<file path="src/hdl/occp_pkg.sv">
// occp_pkg: widths, state codes and register indexes of the order constraint projection
// used by the top level, the serial multiplier and the serial divider; no dependencies
`timescale 1ns / 1ps

package occp_pkg;

  // serial multiplier: magnitude operand and bit-serial operand widths
  localparam int MUL_A_W   = 48;
  localparam int MUL_B_W   = 17;
  localparam int MUL_P_W   = MUL_A_W + MUL_B_W;
  localparam int MUL_CNT_W = $clog2(MUL_B_W + 1);

  // serial divider: dividend, divisor and step count widths
  localparam int DIV_N_W   = 65;
  localparam int DIV_D_W   = 41;
  localparam int DIV_CNT_W = $clog2(DIV_N_W + 1);

  // number of quotient bits for the alpha and the lambda divisions
  localparam int ALPHA_W       = 40;
  localparam int ALPHA_STEPS   = ALPHA_W;
  localparam int LAMBDA_STEPS  = DIV_N_W;

  // configuration register indexes
  typedef enum logic [1:0] {
    CFG_SELF_KEEP  = 2'd0,
    CFG_CROSS_KEEP = 2'd1,
    CFG_COMPLIANCE = 2'd2,
    CFG_TIME_STEP  = 2'd3
  } cfg_idx_t;

  // sequencer states
  typedef enum logic [3:0] {
    ST_IDLE,
    ST_OVL,
    ST_DT2,
    ST_PRD,
    ST_TT,
    ST_CC,
    ST_LAM,
    ST_DIV,
    ST_APL,
    ST_MA,
    ST_MB,
    ST_FIN
  } state_t;

endpackage

</file>
<file path="src/hdl/occp_mul.sv">
// occp_mul: serial-parallel shift-add multiplier, one bit of the short operand per cycle
// depends on occp_pkg for operand widths
`timescale 1ns / 1ps

module occp_mul (
  input  logic                          clk,
  input  logic                          rst,
  input  logic                          start,
  input  logic [occp_pkg::MUL_A_W-1:0]  mcand,
  input  logic [occp_pkg::MUL_B_W-1:0]  mplier,
  output logic                          busy,
  output logic [occp_pkg::MUL_P_W-1:0]  prod
);

  localparam int CW = occp_pkg::MUL_CNT_W;
  localparam logic [CW-1:0] CNT_LAST = 1;

  logic [occp_pkg::MUL_P_W-1:0] sh;
  logic [occp_pkg::MUL_B_W-1:0] mp;
  logic [CW-1:0]                cnt;

  // control: step counter and busy flag
  always_ff @(posedge clk) begin
    if (rst) begin
      busy <= 1'b0;
      cnt  <= '0;
    end else if (start) begin
      busy <= 1'b1;
      cnt  <= CW'(occp_pkg::MUL_B_W);
    end else if (busy) begin
      cnt <= cnt - CNT_LAST;
      if (cnt == CNT_LAST) begin
        busy <= 1'b0;
      end
    end
  end

  // datapath: add the shifted multiplicand when the current bit is set
  always_ff @(posedge clk) begin
    if (start) begin
      prod <= '0;
      sh   <= occp_pkg::MUL_P_W'(mcand);
      mp   <= mplier;
    end else if (busy) begin
      if (mp[0]) begin
        prod <= prod + sh;
      end
      sh <= sh << 1;
      mp <= mp >> 1;
    end
  end

endmodule

</file>
<file path="src/hdl/occp_div.sv">
// occp_div: restoring divider, one quotient bit per cycle, dividend taken msb first
// depends on occp_pkg for operand widths
`timescale 1ns / 1ps

module occp_div (
  input  logic                            clk,
  input  logic                            rst,
  input  logic                            start,
  input  logic [occp_pkg::DIV_N_W-1:0]    dividend,
  input  logic [occp_pkg::DIV_D_W-1:0]    divisor,
  input  logic [occp_pkg::DIV_CNT_W-1:0]  steps,
  output logic                            busy,
  output logic [occp_pkg::DIV_N_W-1:0]    quo
);

  localparam int NW = occp_pkg::DIV_N_W;
  localparam int RW = occp_pkg::DIV_D_W + 1;
  localparam int CW = occp_pkg::DIV_CNT_W;
  localparam logic [CW-1:0] CNT_LAST = 1;

  logic [RW-1:0]                   rem;
  logic [RW-1:0]                   trial;
  logic [NW-1:0]                   dsh;
  logic [occp_pkg::DIV_D_W-1:0]    dvs;
  logic [CW-1:0]                   cnt;
  logic                            fits;

  // trial subtraction of one step
  assign trial = {rem[RW-2:0], dsh[NW-1]};
  assign fits  = (trial >= {1'b0, dvs});

  // control: step counter and busy flag
  always_ff @(posedge clk) begin
    if (rst) begin
      busy <= 1'b0;
      cnt  <= '0;
    end else if (start) begin
      busy <= 1'b1;
      cnt  <= steps;
    end else if (busy) begin
      cnt <= cnt - CNT_LAST;
      if (cnt == CNT_LAST) begin
        busy <= 1'b0;
      end
    end
  end

  // datapath: partial remainder, dividend shift line and quotient
  always_ff @(posedge clk) begin
    if (start) begin
      rem <= '0;
      dsh <= dividend;
      dvs <= divisor;
      quo <= '0;
    end else if (busy) begin
      rem <= fits ? (trial - {1'b0, dvs}) : trial;
      dsh <= dsh << 1;
      quo <= {quo[NW-2:0], fits};
    end
  end

endmodule

</file>
<file path="src/hdl/one_sided_order_constraint_projection_top.sv">
// one_sided_order_constraint_projection_top: sequencer and datapath of the projection step
// depends on occp_pkg, occp_mul and occp_div
`timescale 1ns / 1ps

// One item is worked on at a time, from acceptance to result. Eight passes of the serial
// multiplier take most of that time: dt squared, four keep products, the lambda product
// and two offset corrections. The 40-step alpha division runs alongside the keep products;
// the 65-step divider for the new lambda starts once it and the lambda product are done.
// A finished result waits in the output register, and the next item is accepted while it
// waits; that item then holds in its last step until the waiting result is taken. Lambda
// is kept across items and cleared by reset. Configuration writes are always taken.

module one_sided_order_constraint_projection_top (
  input  logic               clk,
  input  logic               rst,
  input  logic               cfg_valid,
  output logic               cfg_ready,
  input  logic [1:0]         cfg_index,
  input  logic [31:0]        cfg_data,
  input  logic               in_valid,
  output logic               in_ready,
  input  logic signed [31:0] a_base_x,
  input  logic signed [31:0] a_offset,
  input  logic signed [31:0] a_ink_left,
  input  logic signed [31:0] a_ink_right,
  input  logic [15:0]        a_mobility,
  input  logic signed [31:0] b_base_x,
  input  logic signed [31:0] b_offset,
  input  logic signed [31:0] b_ink_left,
  input  logic signed [31:0] b_ink_right,
  input  logic [15:0]        b_mobility,
  output logic               out_valid,
  input  logic               out_ready,
  output logic signed [31:0] a_offset_new,
  output logic signed [31:0] b_offset_new,
  output logic signed [31:0] residual,
  output logic               violated,
  output logic               skipped
);

  localparam int AW = occp_pkg::MUL_A_W;
  localparam int BW = occp_pkg::MUL_B_W;
  localparam int NW = occp_pkg::DIV_N_W;
  localparam int DW = occp_pkg::DIV_D_W;
  localparam int CW = occp_pkg::DIV_CNT_W;
  localparam logic signed [49:0] SAT_HI = 50'sh0_7FFF_FFFF;
  localparam logic signed [49:0] SAT_LO = -50'sh0_8000_0000;
  localparam logic [47:0]        LAM_MAG_MAX = 48'h8000_0000_0000;

  // saturate to the 32-bit result range
  function automatic logic signed [31:0] sat32(input logic signed [49:0] v);
    logic signed [31:0] r;
    if (v > SAT_HI) begin
      r = SAT_HI[31:0];
    end else if (v < SAT_LO) begin
      r = SAT_LO[31:0];
    end else begin
      r = v[31:0];
    end
    return r;
  endfunction

  // configuration registers
  logic [16:0] self_keep;
  logic [16:0] cross_keep;
  logic [31:0] compliance;
  logic [15:0] time_step;

  // control state
  occp_pkg::state_t   state;
  occp_pkg::state_t   state_next;
  logic signed [47:0] lambda;
  logic [1:0]         k;

  // item registers
  logic signed [31:0] a_off;
  logic signed [31:0] b_off;
  logic [15:0]        ma;
  logic [15:0]        mb;
  logic signed [33:0] a_left;
  logic signed [33:0] b_right;
  logic signed [32:0] wa;
  logic signed [32:0] wb;
  logic signed [34:0] ovl;
  logic signed [49:0] prd [4];
  logic signed [50:0] ta;
  logic signed [50:0] tb;
  logic signed [52:0] c;
  logic signed [47:0] new_l;
  logic signed [48:0] applied;
  logic signed [48:0] da;
  logic signed [48:0] db;

  // serial unit connections
  logic               mul_start;
  logic               mul_busy;
  logic [AW-1:0]      mul_a;
  logic [BW-1:0]      mul_b;
  logic [AW+BW-1:0]   mul_prod;
  logic               div_start;
  logic               div_busy;
  logic [NW-1:0]      div_n;
  logic [DW-1:0]      div_d;
  logic [CW-1:0]      div_steps;
  logic [NW-1:0]      div_quo;

  // derived values
  logic [15:0]        dt_eff;
  logic [16:0]        m_sum;
  logic [32:0]        wa_mag;
  logic [32:0]        wb_mag;
  logic [47:0]        lam_mag;
  logic [47:0]        app_mag;
  logic [NW-1:0]      cp;
  logic [1:0]         sel;
  logic               prd_neg;
  logic signed [49:0] pmag;
  logic signed [49:0] prd_val;
  logic signed [50:0] tmin;
  logic signed [50:0] tpos;
  logic [47:0]        qc;
  logic signed [48:0] nl49;
  logic signed [64:0] sprod;
  logic signed [64:0] sprod_rnd;
  logic signed [52:0] c_rnd;
  logic               active;
  logic               skip;
  logic               out_free;

  assign cfg_ready = 1'b1;
  assign out_free  = !out_valid || out_ready;

  assign dt_eff  = (time_step == '0) ? 16'd1 : time_step;
  assign m_sum   = 17'(ma) + 17'(mb);
  assign wa_mag  = wa[32] ? 33'(-wa) : 33'(wa);
  assign wb_mag  = wb[32] ? 33'(-wb) : 33'(wb);
  assign lam_mag = 48'(-lambda);
  assign app_mag = applied[48] ? 48'(-applied) : 48'(applied);
  assign active  = !c[52] && (c != '0);
  assign skip    = (m_sum == '0);
  assign cp      = active ? NW'(c[51:0]) : '0;

  // signed keep product from the multiplier magnitude
  assign prd_neg = (k == 2'd0 || k == 2'd3) ? wa[32] : wb[32];
  assign pmag    = $signed({1'b0, mul_prod[48:0]});
  assign prd_val = prd_neg ? -pmag : pmag;

  // allowed overlap and clamp of the new lambda
  assign tmin = (ta < tb) ? ta : tb;
  assign tpos = (tmin > 51'sd0) ? tmin : 51'sd0;
  assign qc   = (div_quo > NW'(LAM_MAG_MAX)) ? LAM_MAG_MAX : div_quo[47:0];
  assign nl49 = -$signed({1'b0, qc});

  // rounded offset correction, sign follows the applied change
  assign sprod     = applied[48] ? -$signed({1'b0, mul_prod[63:0]})
                                 : $signed({1'b0, mul_prod[63:0]});
  assign sprod_rnd = sprod + 65'sh8000;
  assign c_rnd     = c + 53'sh8000;

  // keep product order: self on A, cross on B, self on B, cross on A
  assign sel = (state == occp_pkg::ST_DT2) ? 2'd0 : k + 2'd1;

  // multiplier operand selection
  always_comb begin
    mul_a = '0;
    mul_b = '0;
    unique case (state)
      occp_pkg::ST_OVL: begin
        mul_a = AW'(dt_eff);
        mul_b = BW'(dt_eff);
      end
      occp_pkg::ST_DT2, occp_pkg::ST_PRD: begin
        mul_a = (sel == 2'd0 || sel == 2'd3) ? AW'(wa_mag) : AW'(wb_mag);
        mul_b = (sel == 2'd0 || sel == 2'd2) ? self_keep : cross_keep;
      end
      occp_pkg::ST_CC: begin
        mul_a = lam_mag;
        mul_b = m_sum;
      end
      occp_pkg::ST_APL: begin
        mul_a = app_mag;
        mul_b = BW'(ma);
      end
      occp_pkg::ST_MA: begin
        mul_a = app_mag;
        mul_b = BW'(mb);
      end
      default: begin
        mul_a = '0;
        mul_b = '0;
      end
    endcase
  end

  // divider operands: alpha first, then the new lambda magnitude
  always_comb begin
    if (state == occp_pkg::ST_DT2) begin
      div_n     = {compliance, 8'b0, (NW - occp_pkg::ALPHA_W)'(0)};
      div_d     = DW'(mul_prod[31:0]);
      div_steps = CW'(occp_pkg::ALPHA_STEPS);
    end else begin
      div_n     = mul_prod + cp;
      div_d     = DW'(m_sum) + DW'(div_quo[occp_pkg::ALPHA_W-1:0]);
      div_steps = CW'(occp_pkg::LAMBDA_STEPS);
    end
  end

  // sequencer next state and unit starts
  always_comb begin
    state_next = state;
    in_ready   = 1'b0;
    mul_start  = 1'b0;
    div_start  = 1'b0;
    unique case (state)
      occp_pkg::ST_IDLE: begin
        in_ready = 1'b1;
        if (in_valid) begin
          state_next = occp_pkg::ST_OVL;
        end
      end
      occp_pkg::ST_OVL: begin
        mul_start  = 1'b1;
        state_next = occp_pkg::ST_DT2;
      end
      occp_pkg::ST_DT2: begin
        if (!mul_busy) begin
          div_start  = 1'b1;
          mul_start  = 1'b1;
          state_next = occp_pkg::ST_PRD;
        end
      end
      occp_pkg::ST_PRD: begin
        if (!mul_busy) begin
          if (k == 2'd3) begin
            state_next = occp_pkg::ST_TT;
          end else begin
            mul_start = 1'b1;
          end
        end
      end
      occp_pkg::ST_TT: begin
        state_next = occp_pkg::ST_CC;
      end
      occp_pkg::ST_CC: begin
        mul_start  = 1'b1;
        state_next = occp_pkg::ST_LAM;
      end
      occp_pkg::ST_LAM: begin
        if (!mul_busy && !div_busy) begin
          div_start  = 1'b1;
          state_next = occp_pkg::ST_DIV;
        end
      end
      occp_pkg::ST_DIV: begin
        if (!div_busy) begin
          state_next = occp_pkg::ST_APL;
        end
      end
      occp_pkg::ST_APL: begin
        mul_start  = 1'b1;
        state_next = occp_pkg::ST_MA;
      end
      occp_pkg::ST_MA: begin
        if (!mul_busy) begin
          mul_start  = 1'b1;
          state_next = occp_pkg::ST_MB;
        end
      end
      occp_pkg::ST_MB: begin
        if (!mul_busy) begin
          state_next = occp_pkg::ST_FIN;
        end
      end
      occp_pkg::ST_FIN: begin
        if (out_free) begin
          state_next = occp_pkg::ST_IDLE;
        end
      end
      default: begin
        state_next = occp_pkg::ST_IDLE;
      end
    endcase
  end

  // state register
  always_ff @(posedge clk) begin
    if (rst) begin
      state <= occp_pkg::ST_IDLE;
    end else begin
      state <= state_next;
    end
  end

  // configuration writes
  always_ff @(posedge clk) begin
    if (rst) begin
      self_keep  <= '0;
      cross_keep <= '0;
      compliance <= '0;
      time_step  <= 16'd256;
    end else if (cfg_valid && cfg_ready) begin
      unique case (cfg_index)
        occp_pkg::CFG_SELF_KEEP:  self_keep  <= cfg_data[16:0];
        occp_pkg::CFG_CROSS_KEEP: cross_keep <= cfg_data[16:0];
        occp_pkg::CFG_COMPLIANCE: compliance <= cfg_data;
        occp_pkg::CFG_TIME_STEP:  time_step  <= cfg_data[15:0];
        default: ;
      endcase
    end
  end

  // lambda, product counter and output valid
  always_ff @(posedge clk) begin
    if (rst) begin
      lambda    <= '0;
      k         <= '0;
      out_valid <= 1'b0;
    end else begin
      if (state == occp_pkg::ST_DT2) begin
        k <= '0;
      end else if (state == occp_pkg::ST_PRD && !mul_busy) begin
        k <= k + 2'd1;
      end
      if (state == occp_pkg::ST_FIN && out_free) begin
        out_valid <= 1'b1;
        if (!skip) begin
          lambda <= new_l;
        end
      end else if (out_ready) begin
        out_valid <= 1'b0;
      end
    end
  end

  // item datapath
  always_ff @(posedge clk) begin
    unique case (state)
      occp_pkg::ST_IDLE: begin
        if (in_valid) begin
          a_off   <= a_offset;
          b_off   <= b_offset;
          ma      <= a_mobility;
          mb      <= b_mobility;
          a_left  <= 34'(a_base_x) + 34'(a_offset) + 34'(a_ink_left);
          b_right <= 34'(b_base_x) + 34'(b_offset) + 34'(b_ink_right);
          wa      <= 33'(a_ink_right) - 33'(a_ink_left);
          wb      <= 33'(b_ink_right) - 33'(b_ink_left);
        end
      end
      occp_pkg::ST_OVL: begin
        ovl <= 35'(b_right) - 35'(a_left);
      end
      occp_pkg::ST_PRD: begin
        if (!mul_busy) begin
          prd[k] <= prd_val;
        end
      end
      occp_pkg::ST_TT: begin
        ta <= (51'(wa) <<< 16) - 51'((prd[0] > prd[1]) ? prd[0] : prd[1]);
        tb <= (51'(wb) <<< 16) - 51'((prd[2] > prd[3]) ? prd[2] : prd[3]);
      end
      occp_pkg::ST_CC: begin
        c <= (53'(ovl) <<< 16) - 53'(tpos);
      end
      occp_pkg::ST_DIV: begin
        if (!div_busy) begin
          new_l   <= nl49[47:0];
          applied <= nl49 - 49'(lambda);
        end
      end
      occp_pkg::ST_MA: begin
        if (!mul_busy) begin
          da <= sprod_rnd[64:16];
        end
      end
      occp_pkg::ST_MB: begin
        if (!mul_busy) begin
          db <= sprod_rnd[64:16];
        end
      end
      default: ;
    endcase
  end

  // result register
  always_ff @(posedge clk) begin
    if (state == occp_pkg::ST_FIN && out_free) begin
      a_offset_new <= (active && !skip) ? sat32(50'(a_off) - 50'(da)) : a_off;
      b_offset_new <= (active && !skip) ? sat32(50'(b_off) + 50'(db)) : b_off;
      residual     <= sat32(50'($signed(c_rnd[52:16])));
      violated     <= active;
      skipped      <= skip;
    end
  end

  occp_mul u_mul (
    .clk    (clk),
    .rst    (rst),
    .start  (mul_start),
    .mcand  (mul_a),
    .mplier (mul_b),
    .busy   (mul_busy),
    .prod   (mul_prod)
  );

  occp_div u_div (
    .clk      (clk),
    .rst      (rst),
    .start    (div_start),
    .dividend (div_n),
    .divisor  (div_d),
    .steps    (div_steps),
    .busy     (div_busy),
    .quo      (div_quo)
  );

  // lambda never goes positive
  a_lambda_nonpos: assert property (@(posedge clk) disable iff (rst)
    lambda[47] || (lambda == '0))
    else $error("lambda positive");

  // one item in flight at a time
  a_single_item: assert property (@(posedge clk) disable iff (rst)
    (in_valid && in_ready) |=> !in_ready)
    else $error("item accepted while busy");

  // a violated item never reports a negative residual
  a_violated_residual: assert property (@(posedge clk) disable iff (rst)
    (out_valid && violated) |-> !residual[31])
    else $error("violated with negative residual");

  // serial units are only started when idle
  a_mul_idle: assert property (@(posedge clk) disable iff (rst)
    mul_start |-> !mul_busy)
    else $error("multiplier restarted while busy");

  a_div_idle: assert property (@(posedge clk) disable iff (rst)
    div_start |-> !div_busy)
    else $error("divider restarted while busy");

endmodule

</file>
<file path="config.mk">
export PLATFORM = sky130hd
export DESIGN_NAME = one_sided_order_constraint_projection_top
export DESIGN_NICKNAME = d
export VERILOG_FILES = /design/src/hdl/occp_pkg.sv /design/src/hdl/occp_mul.sv /design/src/hdl/occp_div.sv /design/src/hdl/one_sided_order_constraint_projection_top.sv
export SDC_FILE = /design/constraint.sdc
export NUM_CORES = 2
export LEC_CHECK = 0
export ABC_AREA = 1
export BUFFER_PORTS_ARGS = -buffer_cell sky130_fd_sc_hd__buf_2
export CAP_MARGIN = 5
export CORE_AREA = 2 2 360 505
export CTS_CLUSTER_SIZE = 8
export DETAILED_ROUTE_END_ITERATION = 10
export DIE_AREA = 0 0 362 507
export PLACE_DENSITY = 0.79
export SYNTH_ARGS = -nofsm -noshare
export SYNTH_HDL_FRONTEND = slang
export SYNTH_SLANG_ARGS = --single-unit
</file>
<file path="constraint.sdc">
create_clock -name clk -period 18.6 [get_ports clk]
set_input_delay 2.79 -clock clk [delete_from_list [all_inputs] [get_ports clk]]
set_output_delay 2.79 -clock clk [all_outputs]
set_load 0.01 [all_outputs]
</file>
* Word level (Yosys, flattened, before mapping)
Memory sizes are Yosys's and may differ from the RTL's. Index checks and enable logic that the tools add are counted.
Word-level totals: register bits 1223, memory bits (writable) 200, input bits 327, output and inout port bits 101, memories 1
Memory list:
- prd | words 4, bits a word 50, read ports 4, clocked after Yosys merged registers in 0, wr ports 1, line one_sided_order_constraint_projection_top.sv:85 | logic signed [49:0] prd [4];
Operators by class: add/subtract/negate cells 30, magnitude comparators 12, eq/ne operators 28, mux-type cells 66, bitwise gates (word level) 3, reductions and logical operators 41
Operators with widths (count):
- $mux W65 | 4
- $mux W32 | 8
- $mux W51 | 4
- $mux W48 | 4
- $pmux W48 S4 | 1
- $sub A49 B51 Y51 | 2
- $gt A50 B32 Y1 const B | 2
- $gt A50 B50 Y1 | 2
- $lt A50 B32 Y1 const B | 2
- $mux W33 | 3
- $neg A48 Y48 | 2
- $pmux W17 S5 | 1
- $add A33 B32 Y34 | 2
- $add A32 B32 Y33 | 2
- $neg A33 Y33 | 2
- $sub A32 B32 Y33 | 2
- $add A65 B17 Y65 const B | 1
- $add A65 B52 Y65 | 1
- $add A65 B65 Y65 | 1
- $gt A65 B48 Y1 const B | 1
- $neg A64 Y65 | 1
- $add A53 B17 Y53 const B | 1
- $reduce_bool A53 Y1 | 1
- $mux W52 | 1
- 52 further kinds | 129

* Longest topological paths before layout
word-level depth 7, depth in mapped cells 41, gate-level depth less buffers 37

* Modules after synthesis
From an unflattened synthesis, not the netlist that was laid out.
Second synthesis, totals: cells, all modules 14896, area total of the unflattened synthesis 108863.2 um^2
By module, submodules not included:
- one_sided_order_constraint_projection_top | times used 1, cells each 11308, area an instance 85074.1 um^2, sequential area each 30128.9 um^2
- occp_mul | times used 1, cells each 2031, area an instance 12165.4 um^2, sequential area each 3713.6 um^2
- occp_div | times used 1, cells each 1557, area an instance 11623.6 um^2, sequential area each 5465.2 um^2

* Worst setup path before layout
OpenSTA, ideal clock, no wires.
path type in2reg, start point input in_valid, end point register a_left[0] (enable), library setup time 1.104 ns, data arrival time 18.231 ns, required time 17.496 ns, setup slack -0.734 ns, stages on the path 2, buffers on the path 0, path through inv_1 > nor3_1
Between the ends: cells in the longest elaborated chain, start to end 1
RTL lines:
- start, declared | line one_sided_order_constraint_projection_top.sv:20 | input logic in_valid,
- $reduce_and A2 Y1 (no line)
- end signal, assigned | line one_sided_order_constraint_projection_top.sv:344 | a_left <= 34'(a_base_x) + 34'(a_offset) + 34'(a_ink_left);
- end, declared | line one_sided_order_constraint_projection_top.sv:80 | logic signed [33:0] a_left;
No other way between the ends. A chain may end at the register's enable or synchronous reset.

* Final worst setup path
start point register ta[50], end point register c[51], data pin
Between the ends: cells in the longest elaborated chain, start to end 5
RTL lines:
- start, declared | line one_sided_order_constraint_projection_top.sv:86 | logic signed [50:0] ta;
- start signal, assigned | line one_sided_order_constraint_projection_top.sv:359 | ta <= (51'(wa) <<< 16) - 51'((prd[0] > prd[1]) ? prd[0] : prd[1]);
- $lt A51 B51 Y1 | line one_sided_order_constraint_projection_top.sv:149 | assign tmin = (ta < tb) ? ta : tb;
- $mux W51 * | line one_sided_order_constraint_projection_top.sv:149
- $gt A51 B1 Y1 | line one_sided_order_constraint_projection_top.sv:150 | assign tpos = (tmin > 51'sd0) ? tmin : 51'sd0;
- $mux W51 * | line one_sided_order_constraint_projection_top.sv:150
- $sub A51 B51 Y52 * | line one_sided_order_constraint_projection_top.sv:363 | c <= (53'(ovl) <<< 16) - 53'(tpos);
- end signal, assigned | line one_sided_order_constraint_projection_top.sv:363
- end, declared | line one_sided_order_constraint_projection_top.sv:88 | logic signed [52:0] c;
Every way passes the cells marked *; elsewhere a longest branch is shown, timed or not.

==> impl_metrics.env <==
export IMPL_rows=184
export IMPL_place_worst_setup_slack_ps=10860
export IMPL_synth_fa_ha_area_frac=0.1081
export IMPL_cp_start_kind="flop"
export IMPL_cts_buffers=197
export IMPL_path_clk_slew_ps=60
export IMPL_wire_per_inst_um=25.84
export IMPL_worst_skew_pair_late_latency_ps=890
export IMPL_die_w_um=362
export IMPL_cts_hold_buf=0
export IMPL_first_global_vias=94050
export IMPL_synthMuxAreaShare=0
export IMPL_clock_path_buffers=3
export IMPL_max_freq_mhz=136.7
export IMPL_syn2layout_area_growth_pct=10.19
export IMPL_syn_avg_cell_area_um2=7.750
export IMPL_drtIter0Drc=10860
export IMPL_final_antenna_net_count=0
export IMPL_drc=0
export IMPL_worst_path_max_fanout=42
export IMPL_dieHeight_um=507
export IMPL_globalplace_congestion=1.154
export IMPL_cts_tree="built"
export IMPL_crit_top_cell="nand2_1"
export IMPL_die_area_um2=183500
export IMPL_vias_per_cell=6.053
export IMPL_grt_overflow_total=0
export IMPL_post_route_min_period_ps=7316
export IMPL_slowest_stage="nand2_2"
export IMPL_ios=428
export IMPL_grt_antenna_before_repair=44
export IMPL_initial_core_util=0.5778
export IMPL_hold_violations=0
export IMPL_cts_resized=0
export IMPL_end_kind="flop"
export IMPL_ys_ff_latch=1422
export IMPL_yosysSeqAreaShare=0.3803
export IMPL_whs_ps=448.3
export IMPL_rsz0062_at_grt="no"
export IMPL_slew_headroom=0.01396
export IMPL_coreArea_um2=178900
export IMPL_cp_arrival_ps=7920
export IMPL_synth_cells=13340
export IMPL_place_hpwl_um=336600
export IMPL_crit_required_ps=19200
export IMPL_first_pass_iters=9
export IMPL_synthFlopType="edfxtp_1"
export IMPL_synthXorXnorAreaFrac=0.06491
export IMPL_cts_sinks=1422
export IMPL_final_layout_size_suffix_gt1_frac=0.06229
export IMPL_skew_ps=75.92
export IMPL_grt_max_degree=101
export IMPL_syn_area_um2=103400
export IMPL_h_tree_depth=4
export IMPL_root_buffer="clkbuf_16"
export IMPL_ys_warn_count=0
export IMPL_fin_ws_ps=11280
export IMPL_synth_compound_area_frac=0.1657
export IMPL_synth_edf_count=1083
export IMPL_route_vias_total=98250
export IMPL_finalSetupTns_ps=0
export IMPL_layout_commonest_cell="nand2_1"
export IMPL_wirelength_um=419400
export IMPL_drv_cap=0
export IMPL_critical_path_class="flop to flop"
export IMPL_report_final_slew_viol_count=0
export IMPL_critPathMaxStageDelay_ps=690
export IMPL_status="finished, final reports clean"
export IMPL_layout_common_cells="nand2_1 (2,524), inv_1 (1,968), nor2_1 (1,481)"
export IMPL_nets=14960
export IMPL_synth_cell_types=72
export IMPL_worstMarginPinSlew_ps=1474
export IMPL_period_share=0.3933
export IMPL_finalSetupViolCount=0
export IMPL_cts_setup_buffers=0
export IMPL_io_buffers=426
export IMPL_fin_util=0.6367
export IMPL_hold_class="flop to flop"
export IMPL_n_fill_cell=16280
export IMPL_async_reset_ff_frac=0
export IMPL_grt_usage=0.4474
export IMPL_synth_top_family_by_area="simple AND/OR/NAND/NOR gates"
export IMPL_synthSimpleGateAreaFrac=0.1981
export IMPL_grt_pass1_wl_um=599800
-- cells by family after synthesis --
group | after synthesis
and+or+nand+nor | 4985
other | 2
buffers and inverters | 2259
adders and majority gates | 847
AOI/OAI and AO/OA | 3055
DFF | 1422
xor gates and xnor gates | 766
-- stage by stage --
stage / instances / area (um^2)
final: 16230 / 113900
after global routing: 16210 / 113800
after CTS: 16190 / 113800
after detailed placement: 15910 / 108200
after global placement: 15910 / 108200
after floorplan: 13340 / 103400
-- cell usage after synthesis, types with 11 or more instances --
| cell | number | area (um^2) |
|---|---|---|
| nand2_1 | 2529 | 9493 |
| inv_1 | 1971 | 7398 |
| nor2_1 | 1491 | 5597 |
| a21oi_1 | 1242 | 6216 |
| edfxtp_1 | 1083 | 32520 |
| o21ai_0 | 996 | 4985 |
| ha_1 | 770 | 9634 |
| xor2_1 | 532 | 4659 |
| nand3_1 | 421 | 2107 |
| dfxtp_1 | 339 | 6787 |
| xnor2_1 | 234 | 2049 |
| clkbuf_1 | 230 | 863.3 |
| nor3_1 | 201 | 1006 |
| a31oi_1 | 189 | 1182 |
| nand4_1 | 127 | 794.5 |
| nor4_1 | 110 | 688.2 |
| o22ai_1 | 107 | 669.4 |
| o21a_1 | 83 | 623.1 |
| fa_1 | 77 | 1541 |
| o211ai_1 | 47 | 352.8 |
| a21boi_0 | 45 | 337.8 |
| o21bai_1 | 42 | 315.3 |
| a22oi_1 | 37 | 277.8 |
| a211oi_1 | 33 | 247.7 |
| o31ai_1 | 33 | 247.7 |
| a21o_1 | 32 | 240.2 |
| o21ai_1 | 30 | 150.1 |
| a221oi_1 | 26 | 227.7 |
| or2_2 | 24 | 150.1 |
| o221ai_1 | 23 | 201.4 |
| a41oi_1 | 18 | 157.7 |
| buf_2 | 17 | 85.08 |
| nand2_2 | 17 | 106.4 |
| nand3b_1 | 15 | 112.6 |
| buf_1 | 14 | 52.55 |
| o2111ai_1 | 13 | 113.9 |
| nor2_2 | 12 | 75.07 |
| a22o_1 | 11 | 96.34 |
-- worst max-delay path, delay by kind of cell (launching register included) --
family	cells	cell delay (ps)
AND/OR/NAND/NOR	23	3740
AO/OA/AOI/OAI	4	1250
adder cells (fa/ha/maj)	2	930
buffers and inverters	2	690
flip-flops	1	400
-- cell type report --
cell class                      instances  area (um^2)  share of cell area
Antenna cell                           37        92.59           0.0008130
Clock buffer                          267         5234             0.04595
Clock inverter                         17        389.1            0.003417
Inverter                             1988         7466             0.06555
Multi-Input combinational cell       9656        55660              0.4887
Sequential cell                      1422        39310              0.3451
Tap cell                             2325         2909             0.02554
Timing Repair Buffer                  520         2838             0.02492
-- registers in the layout, indices dropped and copies added (netlist names), 48 cells and up --
| register | flops |
|---|---|
| db | 49 |
| u_div.quo | 65 |
| lambda | 48 |
| da | 49 |
| applied | 49 |
| prd | 200 |
| u_mul.prod | 65 |
| u_div.dsh | 65 |
| tb | 51 |
| new_l | 48 |
| c | 52 |
| ta | 51 |
| u_mul.sh | 65 |
-- per-layer routing --
metal	track usage	vias to the layer above	part of all wire
met5	0	-	0.00037
met4	0.4634	22	0.13
met3	0.1052	1627	0.091
met2	0.7090	5148	0.44
met1	0.4778	45520	0.34
li1	-	45940	-
-- path summary, 6_finish.rpt --
kind,from,to,slack (ps),depth (start not counted)
setup / recovery,ta[50],c[51],11280,31
hold / removal,compliance[8],compliance[8],450,2
setup reg to reg,ta[50],c[51],11280,31
hold reg to reg,compliance[8],compliance[8],450,2
Power is left out: the tool's default activity adds up to more than one toggle a clock period on the data nets, which glitch-free logic cannot reach.
